`src/rtl/u8d_pkg.sv`:
```
// shared types and constants of the utf8 stream decoder
// no dependencies
`timescale 1ns / 1ps

package u8d_pkg;

  localparam int BYTE_W     = 8;
  localparam int CP_W       = 21;
  localparam int FIFO_DEPTH = 4;
  localparam int FIFO_AW    = $clog2(FIFO_DEPTH);
  localparam int FIFO_CW    = $clog2(FIFO_DEPTH + 1);

  typedef logic [BYTE_W-1:0] byte_t;
  typedef logic [CP_W-1:0]   cp_t;

  localparam cp_t UNKNOWN_CP = cp_t'(63);

  // one decoded byte: some '?' results, then optionally one code point
  typedef struct packed {
    logic [1:0] nq;
    logic       has_cp;
    cp_t        cp;
  } cmd_t;

  typedef struct packed {
    logic valid;
    cmd_t cmd;
  } push_t;

  typedef struct packed {
    logic full;
    logic empty;
  } fifo_stat_t;

endpackage

```
`src/rtl/u8d_intf.sv`:
```
// channel interfaces of the utf8 stream decoder: byte input and code point output
// depends on u8d_pkg
`timescale 1ns / 1ps

interface u8d_byte_if;
  logic            valid;
  logic            ready;
  u8d_pkg::byte_t  in_byte;

  modport source (output valid, output in_byte, input ready);
  modport sink   (input valid, input in_byte, output ready);
  modport mon    (input valid, input ready, input in_byte);
endinterface

interface u8d_cp_if;
  logic          valid;
  logic          ready;
  u8d_pkg::cp_t  code_point;
  logic          last;

  modport source (output valid, output code_point, output last, input ready);
  modport sink   (input valid, input code_point, input last, output ready);
  modport mon    (input valid, input ready, input code_point, input last);
endinterface

```
`src/rtl/utf8_stream_decoder.sv`:
```
// path: a byte's command goes into the queue, then into the back end's result register
// throughput: one byte per cycle while a byte gives at most one result and out_ch is ready;
// a byte with k results takes k output transfers, and a 4-command queue absorbs the bursts
// reset: synchronous active-low rst_n clears the open sequence, the queue and the output
// top level: front end, command queue, back end; depends on u8d_pkg, u8d_intf
`timescale 1ns / 1ps

module utf8_stream_decoder (
  input  logic      clk,
  input  logic      rst_n,
  u8d_byte_if.sink  in_ch,
  u8d_cp_if.source  out_ch
);
  import u8d_pkg::*;

  push_t      push;
  cmd_t       head;
  fifo_stat_t stat;
  logic       pop;

  u8d_front u_front (
    .clk   (clk),
    .rst_n (rst_n),
    .in_ch (in_ch),
    .stat  (stat),
    .push  (push)
  );

  u8d_cmd_fifo u_fifo (
    .clk   (clk),
    .rst_n (rst_n),
    .push  (push),
    .pop   (pop),
    .head  (head),
    .stat  (stat)
  );

  u8d_back u_back (
    .clk    (clk),
    .rst_n  (rst_n),
    .head   (head),
    .stat   (stat),
    .pop    (pop),
    .out_ch (out_ch)
  );

endmodule

```
`src/rtl/u8d_front.sv`:
```
// front end: accepts bytes, tracks the open sequence and classifies each byte
// into a command for the back end; depends on u8d_pkg and u8d_intf
`timescale 1ns / 1ps

module u8d_front (
  input  logic                clk,
  input  logic                rst_n,
  u8d_byte_if.sink            in_ch,
  input  u8d_pkg::fifo_stat_t stat,
  output u8d_pkg::push_t      push
);
  import u8d_pkg::*;

  logic [2:0] seq_r, seq_nxt;
  logic [1:0] held_r, held_nxt;
  cp_t        acc_r, acc_nxt;

  logic       acc_en;
  logic       is_cont;
  logic       do_lead;
  logic [2:0] rem;
  logic [2:0] held_inc;
  cp_t        addend;
  cp_t        acc_sum;
  byte_t      b;
  cmd_t       cmd;

  assign in_ch.ready = !stat.full;
  assign acc_en      = in_ch.valid && in_ch.ready;
  assign b           = in_ch.in_byte;
  assign is_cont     = (b[7:6] == 2'b10);
  assign rem         = seq_r - {1'b0, held_r} - 3'd1;
  assign held_inc    = {1'b0, held_r} + 3'd1;
  assign acc_sum     = acc_r | addend;

  always_comb begin
    case (rem[1:0])
      2'd0:    addend = {15'b0, b[5:0]};
      2'd1:    addend = {9'b0, b[5:0], 6'b0};
      2'd2:    addend = {3'b0, b[5:0], 12'b0};
      default: addend = {b[2:0], 18'b0};
    endcase
  end

  always_comb begin
    seq_nxt    = seq_r;
    held_nxt   = held_r;
    acc_nxt    = acc_r;
    cmd.nq     = 2'd0;
    cmd.has_cp = 1'b0;
    cmd.cp     = UNKNOWN_CP;
    do_lead    = 1'b1;

    if (seq_r != 3'd0) begin
      if (is_cont) begin
        do_lead = 1'b0;
        if (held_inc >= seq_r) begin
          cmd.has_cp = 1'b1;
          cmd.cp     = acc_sum;
          seq_nxt    = 3'd0;
          held_nxt   = 2'd0;
          acc_nxt    = '0;
        end else begin
          acc_nxt  = acc_sum;
          held_nxt = held_r + 2'd1;
        end
      end else begin
        // broken sequence: one '?' per held byte
        cmd.nq   = held_r;
        seq_nxt  = 3'd0;
        held_nxt = 2'd0;
        acc_nxt  = '0;
      end
    end

    if (do_lead) begin
      if (b == '0) begin
        // end of string, nothing for the zero byte itself
      end else if (b[7] == 1'b0) begin
        cmd.has_cp = 1'b1;
        cmd.cp     = {13'b0, b};
      end else if (b[7:5] == 3'b110) begin
        seq_nxt  = 3'd2;
        held_nxt = 2'd1;
        acc_nxt  = {10'b0, b[4:0], 6'b0};
      end else if (b[7:4] == 4'b1110) begin
        seq_nxt  = 3'd3;
        held_nxt = 2'd1;
        acc_nxt  = {5'b0, b[3:0], 12'b0};
      end else if (b[7:3] == 5'b11110) begin
        seq_nxt  = 3'd4;
        held_nxt = 2'd1;
        acc_nxt  = {b[2:0], 18'b0};
      end else begin
        cmd.has_cp = 1'b1;
        cmd.cp     = UNKNOWN_CP;
      end
    end
  end

  assign push.valid = acc_en && ((cmd.nq != 2'd0) || cmd.has_cp);
  assign push.cmd   = cmd;

  always_ff @(posedge clk) begin
    if (!rst_n) begin
      seq_r  <= 3'd0;
      held_r <= 2'd0;
      acc_r  <= '0;
    end else if (acc_en) begin
      seq_r  <= seq_nxt;
      held_r <= held_nxt;
      acc_r  <= acc_nxt;
    end
  end

endmodule

```
`src/rtl/u8d_cmd_fifo.sv`:
```
// small command queue between front and back end, flop based
// depends on u8d_pkg
`timescale 1ns / 1ps

module u8d_cmd_fifo (
  input  logic                clk,
  input  logic                rst_n,
  input  u8d_pkg::push_t      push,
  input  logic                pop,
  output u8d_pkg::cmd_t       head,
  output u8d_pkg::fifo_stat_t stat
);
  import u8d_pkg::*;

  cmd_t               mem_r [FIFO_DEPTH];
  logic [FIFO_AW-1:0] wr_ptr_r, wr_ptr_nxt;
  logic [FIFO_AW-1:0] rd_ptr_r, rd_ptr_nxt;
  logic [FIFO_CW-1:0] cnt_r, cnt_nxt;
  logic               do_push;
  logic               do_pop;

  assign stat.full  = (cnt_r == FIFO_CW'(FIFO_DEPTH));
  assign stat.empty = (cnt_r == '0);
  assign do_push    = push.valid && !stat.full;
  assign do_pop     = pop && !stat.empty;
  assign head       = mem_r[rd_ptr_r];

  always_comb begin
    wr_ptr_nxt = do_push ? wr_ptr_r + 1'b1 : wr_ptr_r;
    rd_ptr_nxt = do_pop ? rd_ptr_r + 1'b1 : rd_ptr_r;
    cnt_nxt    = cnt_r + FIFO_CW'(do_push) - FIFO_CW'(do_pop);
  end

  always_ff @(posedge clk) begin
    if (do_push) begin
      mem_r[wr_ptr_r] <= push.cmd;
    end
  end

  always_ff @(posedge clk) begin
    if (!rst_n) begin
      wr_ptr_r <= '0;
      rd_ptr_r <= '0;
      cnt_r    <= '0;
    end else begin
      wr_ptr_r <= wr_ptr_nxt;
      rd_ptr_r <= rd_ptr_nxt;
      cnt_r    <= cnt_nxt;
    end
  end

endmodule

```
`src/rtl/u8d_back.sv`:
```
// back end: expands each command into result transactions from registers
// depends on u8d_pkg and u8d_intf
`timescale 1ns / 1ps

module u8d_back (
  input  logic                clk,
  input  logic                rst_n,
  input  u8d_pkg::cmd_t       head,
  input  u8d_pkg::fifo_stat_t stat,
  output logic                pop,
  u8d_cp_if.source            out_ch
);
  import u8d_pkg::*;

  cmd_t       cur_r, cur_nxt;
  logic       cur_valid_r, cur_valid_nxt;
  logic [1:0] qleft_r, qleft_nxt;
  logic       is_last;
  logic       out_acc;
  logic       load;

  assign is_last = (qleft_r == 2'd0) || ((qleft_r == 2'd1) && !cur_r.has_cp);
  assign out_acc = out_ch.valid && out_ch.ready;
  assign load    = !cur_valid_r || (out_acc && is_last);
  assign pop     = load && !stat.empty;

  assign out_ch.valid      = cur_valid_r;
  assign out_ch.code_point = (qleft_r != 2'd0) ? UNKNOWN_CP : cur_r.cp;
  assign out_ch.last       = is_last;

  always_comb begin
    cur_nxt       = cur_r;
    cur_valid_nxt = cur_valid_r;
    qleft_nxt     = qleft_r;
    if (load) begin
      cur_nxt       = head;
      cur_valid_nxt = !stat.empty;
      qleft_nxt     = head.nq;
    end else if (out_acc) begin
      qleft_nxt = qleft_r - 2'd1;
    end
  end

  always_ff @(posedge clk) begin
    cur_r <= cur_nxt;
  end

  always_ff @(posedge clk) begin
    if (!rst_n) begin
      cur_valid_r <= 1'b0;
      qleft_r     <= 2'd0;
    end else begin
      cur_valid_r <= cur_valid_nxt;
      qleft_r     <= qleft_nxt;
    end
  end

endmodule

```
`src/flat_wrapper.sv`:
```
// flat-port wrapper written by rule: the top's interface ports become plain ports
module utf8_stream_decoder_flat import u8d_pkg::*;
  (clk, rst_n, in_ch_valid, in_ch_in_byte, in_ch_ready, out_ch_valid, out_ch_code_point, out_ch_last, out_ch_ready);
  u8d_byte_if in_ch_i ();
  u8d_cp_if out_ch_i ();
  input  logic clk;
  input  logic rst_n;
  input wire logic [$bits(in_ch_i.valid)-1:0] in_ch_valid;
  input wire logic [$bits(in_ch_i.in_byte)-1:0] in_ch_in_byte;
  output wire logic [$bits(in_ch_i.ready)-1:0] in_ch_ready;
  output wire logic [$bits(out_ch_i.valid)-1:0] out_ch_valid;
  output wire logic [$bits(out_ch_i.code_point)-1:0] out_ch_code_point;
  output wire logic [$bits(out_ch_i.last)-1:0] out_ch_last;
  input wire logic [$bits(out_ch_i.ready)-1:0] out_ch_ready;
  assign in_ch_i.valid = in_ch_valid;
  assign in_ch_i.in_byte = in_ch_in_byte;
  assign in_ch_ready = in_ch_i.ready;
  assign out_ch_valid = out_ch_i.valid;
  assign out_ch_code_point = out_ch_i.code_point;
  assign out_ch_last = out_ch_i.last;
  assign out_ch_i.ready = out_ch_ready;
  utf8_stream_decoder u_core (.clk(clk), .rst_n(rst_n), .in_ch(in_ch_i), .out_ch(out_ch_i));
endmodule
```
`config.mk`:
```
export PLATFORM = sky130hd
export DESIGN_NAME = utf8_stream_decoder_flat
export DESIGN_NICKNAME = d
export VERILOG_FILES = /design/src/rtl/u8d_pkg.sv /design/src/rtl/u8d_intf.sv /design/src/rtl/utf8_stream_decoder.sv /design/src/rtl/u8d_front.sv /design/src/rtl/u8d_cmd_fifo.sv /design/src/rtl/u8d_back.sv /design/src/flat_wrapper.sv
export SDC_FILE = /design/constraint.sdc
export NUM_CORES = 1
export LEC_CHECK = 0
export ABC_CLOCK_PERIOD_IN_PS = 3530
export BUFFER_PORTS_ARGS = -buffer_cell sky130_fd_sc_hd__buf_2
export CAP_MARGIN = 20
export CORE_MARGIN = 1.5
export CORE_UTILIZATION = 30
export DETAILED_ROUTE_END_ITERATION = 8
export PLACE_DENSITY = 0.44
export SLEW_MARGIN = 25
export SYNTH_ARGS = -nofsm -noshare
export SYNTH_HDL_FRONTEND = slang
export SYNTH_SLANG_ARGS = --single-unit
```
`constraint.sdc`:
```
create_clock -name clk -period 3.53 [get_ports clk]
set_clock_uncertainty 0.15 [all_clocks]
set_input_delay 0.353 -clock clk [delete_from_list [all_inputs] [get_ports clk]]
set_output_delay 0.353 -clock clk [all_outputs]
set_load 0.005 [all_outputs]
```
==> results of run 1 <==
-- tightest hold or removal path: cells and delay by family --
kind	cells	cell delay, ns
AO/OA/AOI/OAI	2	0.24
buffers and inverters	1	0.11
-- Yosys cell counts (2+ instances only) --
cell type / n
dfxtp_1: 38
nand2_1: 39
xnor2_1: 3
ha_1: 13
mux2i_1: 2
buf_2: 7
clkbuf_1: 15
and3_1: 3
o211ai_1: 3
buf_6: 4
nor2b_1: 3
and2_1: 23
nor2_1: 25
o21ai_0: 11
edfxtp_1: 118
o22ai_1: 7
inv_1: 15
and2_4: 2
a221o_1: 9
and2_0: 2
a32o_1: 8
nor4_1: 4
nor3_1: 4
a32oi_1: 2
mux4_2: 24
a31oi_1: 3
nand3_1: 12
a21oi_1: 34
nand2b_1: 8
-- per-stage QoR --
stage / setup WS [ns] / cells / utilization, %
after global placement: 0.369 / 770 / 32.8
after floorplan: 0.270 / 469 / -
final: 0.290 / 805 / 35.8
after detailed placement: 0.253 / 770 / 32.8
after CTS: 0.235 / 802 / 35.7
after global routing: 0.0470 / 805 / 35.8
-- state kept, by name, summed over array words and instances, names as in the netlist, named ones only --
| name | cells |
|---|---|
| u_core.u_front.seq_r | 3 |
| u_core.u_fifo.mem_r | 96 |
| u_core.u_front.acc_r | 21 |
| u_core.u_fifo.wr_ptr_r | 2 |
| u_core.u_front.held_r | 2 |
| u_core.u_back.qleft_r | 2 |
| u_core.u_fifo.rd_ptr_r | 2 |
| u_core.u_fifo.cnt_r | 3 |
| u_core.u_back.cur_r | 22 |
| u_core.u_back.out_ch.valid | 1 |
-- metal layers --
layer / global-route usage (%) / share of wire, % / up-vias / routed length [um]
met5: 0 / 0 / - / 0
met4: 4.85 / 1.2 / 0 / 166
met3: 3.22 / 3.4 / 12 / 485
met2: 21.2 / 49 / 69 / 7020
met1: 17.4 / 47 / 1965 / 6750
li1: - / - / 1865 / -
-- worst paths after layout --
kind                            start                       end  slack [ns]
max          u_core.u_front.held_r[0]    u_core.u_fifo.cnt_r[2]        0.29
min reg2reg  u_core.u_front.acc_r[18]  u_core.u_front.acc_r[18]        0.33
min                      out_ch_ready  u_core.u_back.qleft_r[1]        0.17
max reg2reg  u_core.u_front.held_r[0]    u_core.u_fifo.cnt_r[2]        0.29
-- cell families (layout without fill, tap and decap cells) --
family | after synthesis | after routing
AO/OA/AOI/OAI | 89 | 89
XOR/XNOR | 5 | 5
buffers and inverters | 43 | 99
adder cells (fa/ha/maj) | 14 | 14
AND/OR/NAND/NOR | 136 | 136
flip-flops | 156 | 156
multiplexers | 26 | 26
-- cell type report --
class | instances | area share (%)
Sequential cell | 156 | 55.2
Multi-Input combinational cell | 270 | 27.4
Clock buffer | 17 | 5.45
Tap cell | 280 | 4.49
Timing Repair Buffer | 52 | 3.88
Clock inverter | 15 | 2.84
Inverter | 15 | 0.722
-- repair_timing --
action,CTS,global route
buffers inserted,0,3
resized for setup,0,0
setup endpoints to repair,0,1
-- power breakdown --
part	total (mW)	internal, mW	switching [mW]
logic	1.16	0.539	0.620
clock network	1.97	1.26	0.718
registers	2.36	2.28	0.0828
==> impl_metrics.yaml, run 1 <==
grt:
  antenna_found_initial: 0
  grt_max_degree: 25
  grt-ovfl-total: 0
  grt_pass1_vias: 4131
  grt_pass1_wl_um: 23200
  grtUsageTotal_pct: 13.2
finish:
  seqCellArea_um2: 4300
  layout-drive-gt1-share_pct: 23.4
  fin_nets: 538
  most-common-layout-cells: "edfxtp_1 (118), nand2_1 (39), dfxtp_1 (38), buf_2 (35), a21oi_1 (34)"
  layout_commonest_cell: "edfxtp_1"
  multi_input_area_um2: 2140
  fin_area_um2: 7800
  antenna_cells: 0
  syn_to_final_growth_pct: 17.3
  fill_cells: 2123
logic_synthesis:
  synth_edf_count: 118
  yosys.area_share.simple_pct: 10.7
  synth_compound_area_share_pct: 9.36
  synth_top_family_by_area: "simple AND/OR/NAND/NOR gates"
  yosysTopAreaCell: "edfxtp_1"
  async_reset_ff_share_pct: 0
  yosysWarnings: 0
  syn_area_um2: 6650
  synth-xor-area-share_pct: 0.885
  synthMuxAreaShare_pct: 8.43
  synth-seq-cells: 156
  synthCells: 469
  synth.top_cell.area_share_pct: 53.3
  syn_area_per_cell_um2: 14.2
  synth_nets: 495
  yosysUniqueCellTypes: 57
  synth_adder_area_share_pct: 2.75
  synth-main-ff-cell: "edfxtp_1"
  synth.top_cells.by_area: "edfxtp_1 (53%), dfxtp_1 (11%), mux4_2 (8.1%)"
  ys_seq_area_share_pct: 64.8
route:
  drt_iter0_drc: 318
  dr_total_vias: 3911
  drc: 0
  vias_per_cell: 4.86
  drt-wirelength-per-cell_um: 17.9
  ant_nets: 0
  first_pass_iters: 4
  wl_um: 14400
min_path:
  whs_path_depth: 3
  hold_class: "input port to register"
timing:
  fin_crit_sh_pct: 91.8
  relSlewSlack_pct: 42.2
  finalHoldViolations: 0
  layout_min_cycle_time_ns: 3.24
  rsz0062_at_grt: "no"
  fmax_ghz: 0.309
  worstMarginPinSlew_ns: 0.865
  fin_hold_ws_ns: 0.175
  setup_viol: 0
  tns_ns: 0
  slew_viol_final: 0
die:
  rows: 54
  design.core.area_um2: 21800
  die_w_um: 152
  die-area_um2: 23100
  fp.dieH_um: 152
  io_pins: 36
  initial_utilization_pct: 30.5
worst_setup_path:
  cp_slowest_cell: "dfxtp_1"
  worst_path_most_repeated_cell: "ha_1"
  cp_num_buf_inv: 3
  r2r_cells: 15
  worstSetupEndpointType: "register"
  cp-start-kind: "register"
  crit_cells: 15
  crit_family: "adder cells"
  crit_arrival_ns: 3.39
  crit_required_ns: 3.68
  critPathKind: "register to register"
  critPathMaxFanout: 7
  slowest_delay_ns: 0.44
  worstPathCellList: "ha_1, ha_1, nand2_1, o21ai_4, nand3_1, a31oi_4, inv_1, ha_1, inv_1, ha_1, inv_1, fa_1, xor2_1, xnor2_1, nor2_1"
clock_tree:
  cts_buffers: 17
  cts_buffer_depth: 2
  cts_tree: "yes"
  h-tree-depth: 4
  clockRootBuffer: "clkbuf_16"
  postCtsHoldBufs: 0
  cts.sinks: 156
  clk_latency_ns: 0.42
  cts.clk_slew.worst_paths_ns: 0.06
run_status:
  status: "finished clean"
placed_design:
  dpl_cell_area_um2: 7130
  dp_hpwl_um: 9290
  routabilityCongestion: 0.825
  numPortBuffers: 35
power_and_ir_drop:
  power_density_nw_per_um2: 705
  p_leak_nw: 2.74
  ir_worst_vdd_uv: 292
  p_total_mw: 5.50
flow_run:
  drv_cap: 0
(Power assumes the default switching activity.)
==> inputs of run 2 (changes only) <==
CELL_PAD_IN_SITES_DETAIL_PLACEMENT = 1   (was not set)
CELL_PAD_IN_SITES_GLOBAL_PLACEMENT = 2   (was not set)
PLACE_DENSITY = 0.57   (was 0.44)
SLEW_MARGIN = 20   (was 25)
==> run 2 against run 1 <==
Sequential share of layout area grew 0.75 points. Hold slack lost 0.0036 ns. Via count grew 2.7%. Largest power group unchanged.
==> impl_metrics.yaml, run 2 (synthesized netlist as in run 1, its figures left out) <==
timing:
  slew_viol_final: 0
  finalHoldViolations: 0
  fmax_ghz: 0.304
  relSlewSlack_pct: 41.4
  setup_viol: 0
  rsz0062_at_grt: "no"
  tns_ns: 0
  worstMarginPinSlew_ns: 0.877
  layout_min_cycle_time_ns: 3.29
  fin_crit_sh_pct: 93.3
finish:
  reg_top3: "u_core.u_fifo.mem_r x96, u_core.u_back.cur_r x22, u_core.u_front.acc_r x21"
  layout_commonest_cell: "edfxtp_1"
  syn_to_final_growth_pct: 15.8
  instances_no_fill: 801
  fin_nets: 535
  antenna_cells: 0
  top_register: "u_core.u_fifo.mem_r"
  layout-drive-gt1-share_pct: 22.8
  most-common-layout-cells: "edfxtp_1 (118), nand2_1 (38), dfxtp_1 (38), buf_2 (35), a21oi_1 (34)"
  fill_cells: 2300
  largest_reg_flops: 96
grt:
  grt_max_degree: 25
  grtUsageMet1_pct: 19.4
  antenna_found_initial: 0
  met3_usage_pct: 2.77
  grt_pass1_wl_um: 24500
  grtUsageTotal_pct: 14.1
  top_usage_layer: "met2"
  grt_pass1_vias: 4216
  use_met2_pct: 22.1
  grt-ovfl-total: 0
clock_tree:
  postCtsHoldBufs: 0
  clk_latency_ns: 0.43
  cts_resized: 0
  clockRootBuffer: "clkbuf_16"
  cts_tree: "yes"
  cts.sinks: 156
  cts.clk_slew.worst_paths_ns: 0.07
  post_cts_buffers: 0
  cts_buffer_depth: 2
  h-tree-depth: 4
  cts_buffers: 17
route:
  vias_per_cell: 5.01
  ant_nets: 0
  drt-wirelength-per-cell_um: 19.1
  first_pass_iters: 6
  dr_total_vias: 4015
  drc: 0
  wl_um: 15300
  drt_iter0_drc: 297
worst_setup_path:
  worstPathCellList: "ha_1, ha_1, nand2_1, o21ai_4, nand3_1, a31oi_4, inv_1, ha_1, inv_1, ha_1, inv_1, fa_1, xor2_1, xnor2_1, nor2_1"
  rrSetupSlack_ns: 0.24
  crit_cells: 15
  critPathKind: "register to register"
  worst_path_most_repeated_cell: "ha_1"
  crit_family: "adder cells"
  critPathMaxFanout: 7
  reg2reg_from: "u_core.u_front.held_r[0]"
  reg2reg_to: "u_core.u_fifo.cnt_r[2]"
  slowest_delay_ns: 0.45
  cp-start-kind: "register"
  crit_arrival_ns: 3.45
  worstSetupEndpointType: "register"
  crit_required_ns: 3.69
  cp_slowest_cell: "dfxtp_1"
  cp_num_buf_inv: 3
  r2r_cells: 15
min_path:
  holdPathEnd: "u_core.u_back.qleft_r[1]"
  holdCritStartpoint: "out_ch_ready"
  whs_path_depth: 4
  hold_class: "input port to register"
die:
  rows: 54
  die_w_um: 152
  initial_utilization_pct: 30.5
  io_pins: 36
  design.core.area_um2: 21800
  die-area_um2: 23100
  fp.dieH_um: 152
placed_design:
  dp_cells: 770
  routabilityCongestion: 0.796
  numPortBuffers: 35
  dp_hpwl_um: 10200
power_and_ir_drop:
  p_leak_nw: 2.68
  power_density_nw_per_um2: 686
  ir_worst_vdd_uv: 322
run_status:
  status: "finished clean"
flow_run:
  drv_cap: 0
==> run 2: cell types whose count changed in the layout (fill, tap and decap cells not counted), sizes merged <==
| cell | change |
|---|---|
| bufinv | -4 |
| clkinvlp | +2 |
| inv | +7 |
| buf | -3 |
| clkinv | -6 |
==> run 2: how the worst max path moves through the flow <==
stage / start / endpoint / slack [ns]
after floorplan: u_core.u_front.held_r[0] / u_core.u_fifo.cnt_r[2] / 0.27
after global placement: u_core.u_front.held_r[0] / u_core.u_fifo.cnt_r[2] / 0.32
after detailed placement: u_core.u_front.held_r[0] / u_core.u_fifo.cnt_r[2] / 0.21
after CTS: u_core.u_front.held_r[0] / u_core.u_fifo.cnt_r[2] / 0.21
after global routing: u_core.u_front.held_r[0] / u_core.u_fifo.cnt_r[2] / 0.01
final: u_core.u_front.held_r[0] / u_core.u_fifo.cnt_r[2] / 0.24
==> run 2: final cells by class <==
class,instances,area [um2],area share [%]
Timing Repair Buffer,49,280,3.64
Clock buffer,17,425,5.53
Tap cell,280,350,4.55
Sequential cell,156,4300,55.9
Multi-Input combinational cell,270,2140,27.8
Inverter,15,56.3,0.732
Clock inverter,14,136,1.77
==> run 2: power breakdown <==
part	switching (mW)	internal, mW
clock	0.773	0.984
sequential	0.0878	2.28
combinational	0.625	0.528
total	1.49	3.79
==> run 2: metrics by stage <==
stage	hold WS (ns)	instance area, um2	setup WS (ns)	utilization (%)	total power, mW
after floorplan	0.296	6650	0.270	-	3.18
after global placement	0.311	7130	0.318	32.8	3.58
after detailed placement	0.321	7130	0.214	32.8	3.61
after CTS	0.166	7690	0.206	35.4	5.38
after global routing	0.207	7690	0.0123	35.4	5.59
final	0.171	7690	0.238	35.4	5.28
==> run 2: routing by layer <==
| layer | wire length, um | share of wire [%] |
|---|---|---|
| met5 | 0 | 0 |
| met1 | 7350 | 48 |
| met4 | 226 | 1.5 |
| met3 | 575 | 3.8 |
| met2 | 7160 | 47 |
==> run 2: worst register-to-register path: stages (launching register included) <==
cell	delay, ns
dfxtp_1	0.45
ha_1	0.30
ha_1	0.28
nand2_1	0.08
o21ai_4	0.13
nand3_1	0.14
a31oi_4	0.27
inv_1	0.08
ha_1	0.29
inv_1	0.05
ha_1	0.14
inv_1	0.05
fa_1	0.40
xor2_1	0.18
xnor2_1	0.14
nor2_1	0.05
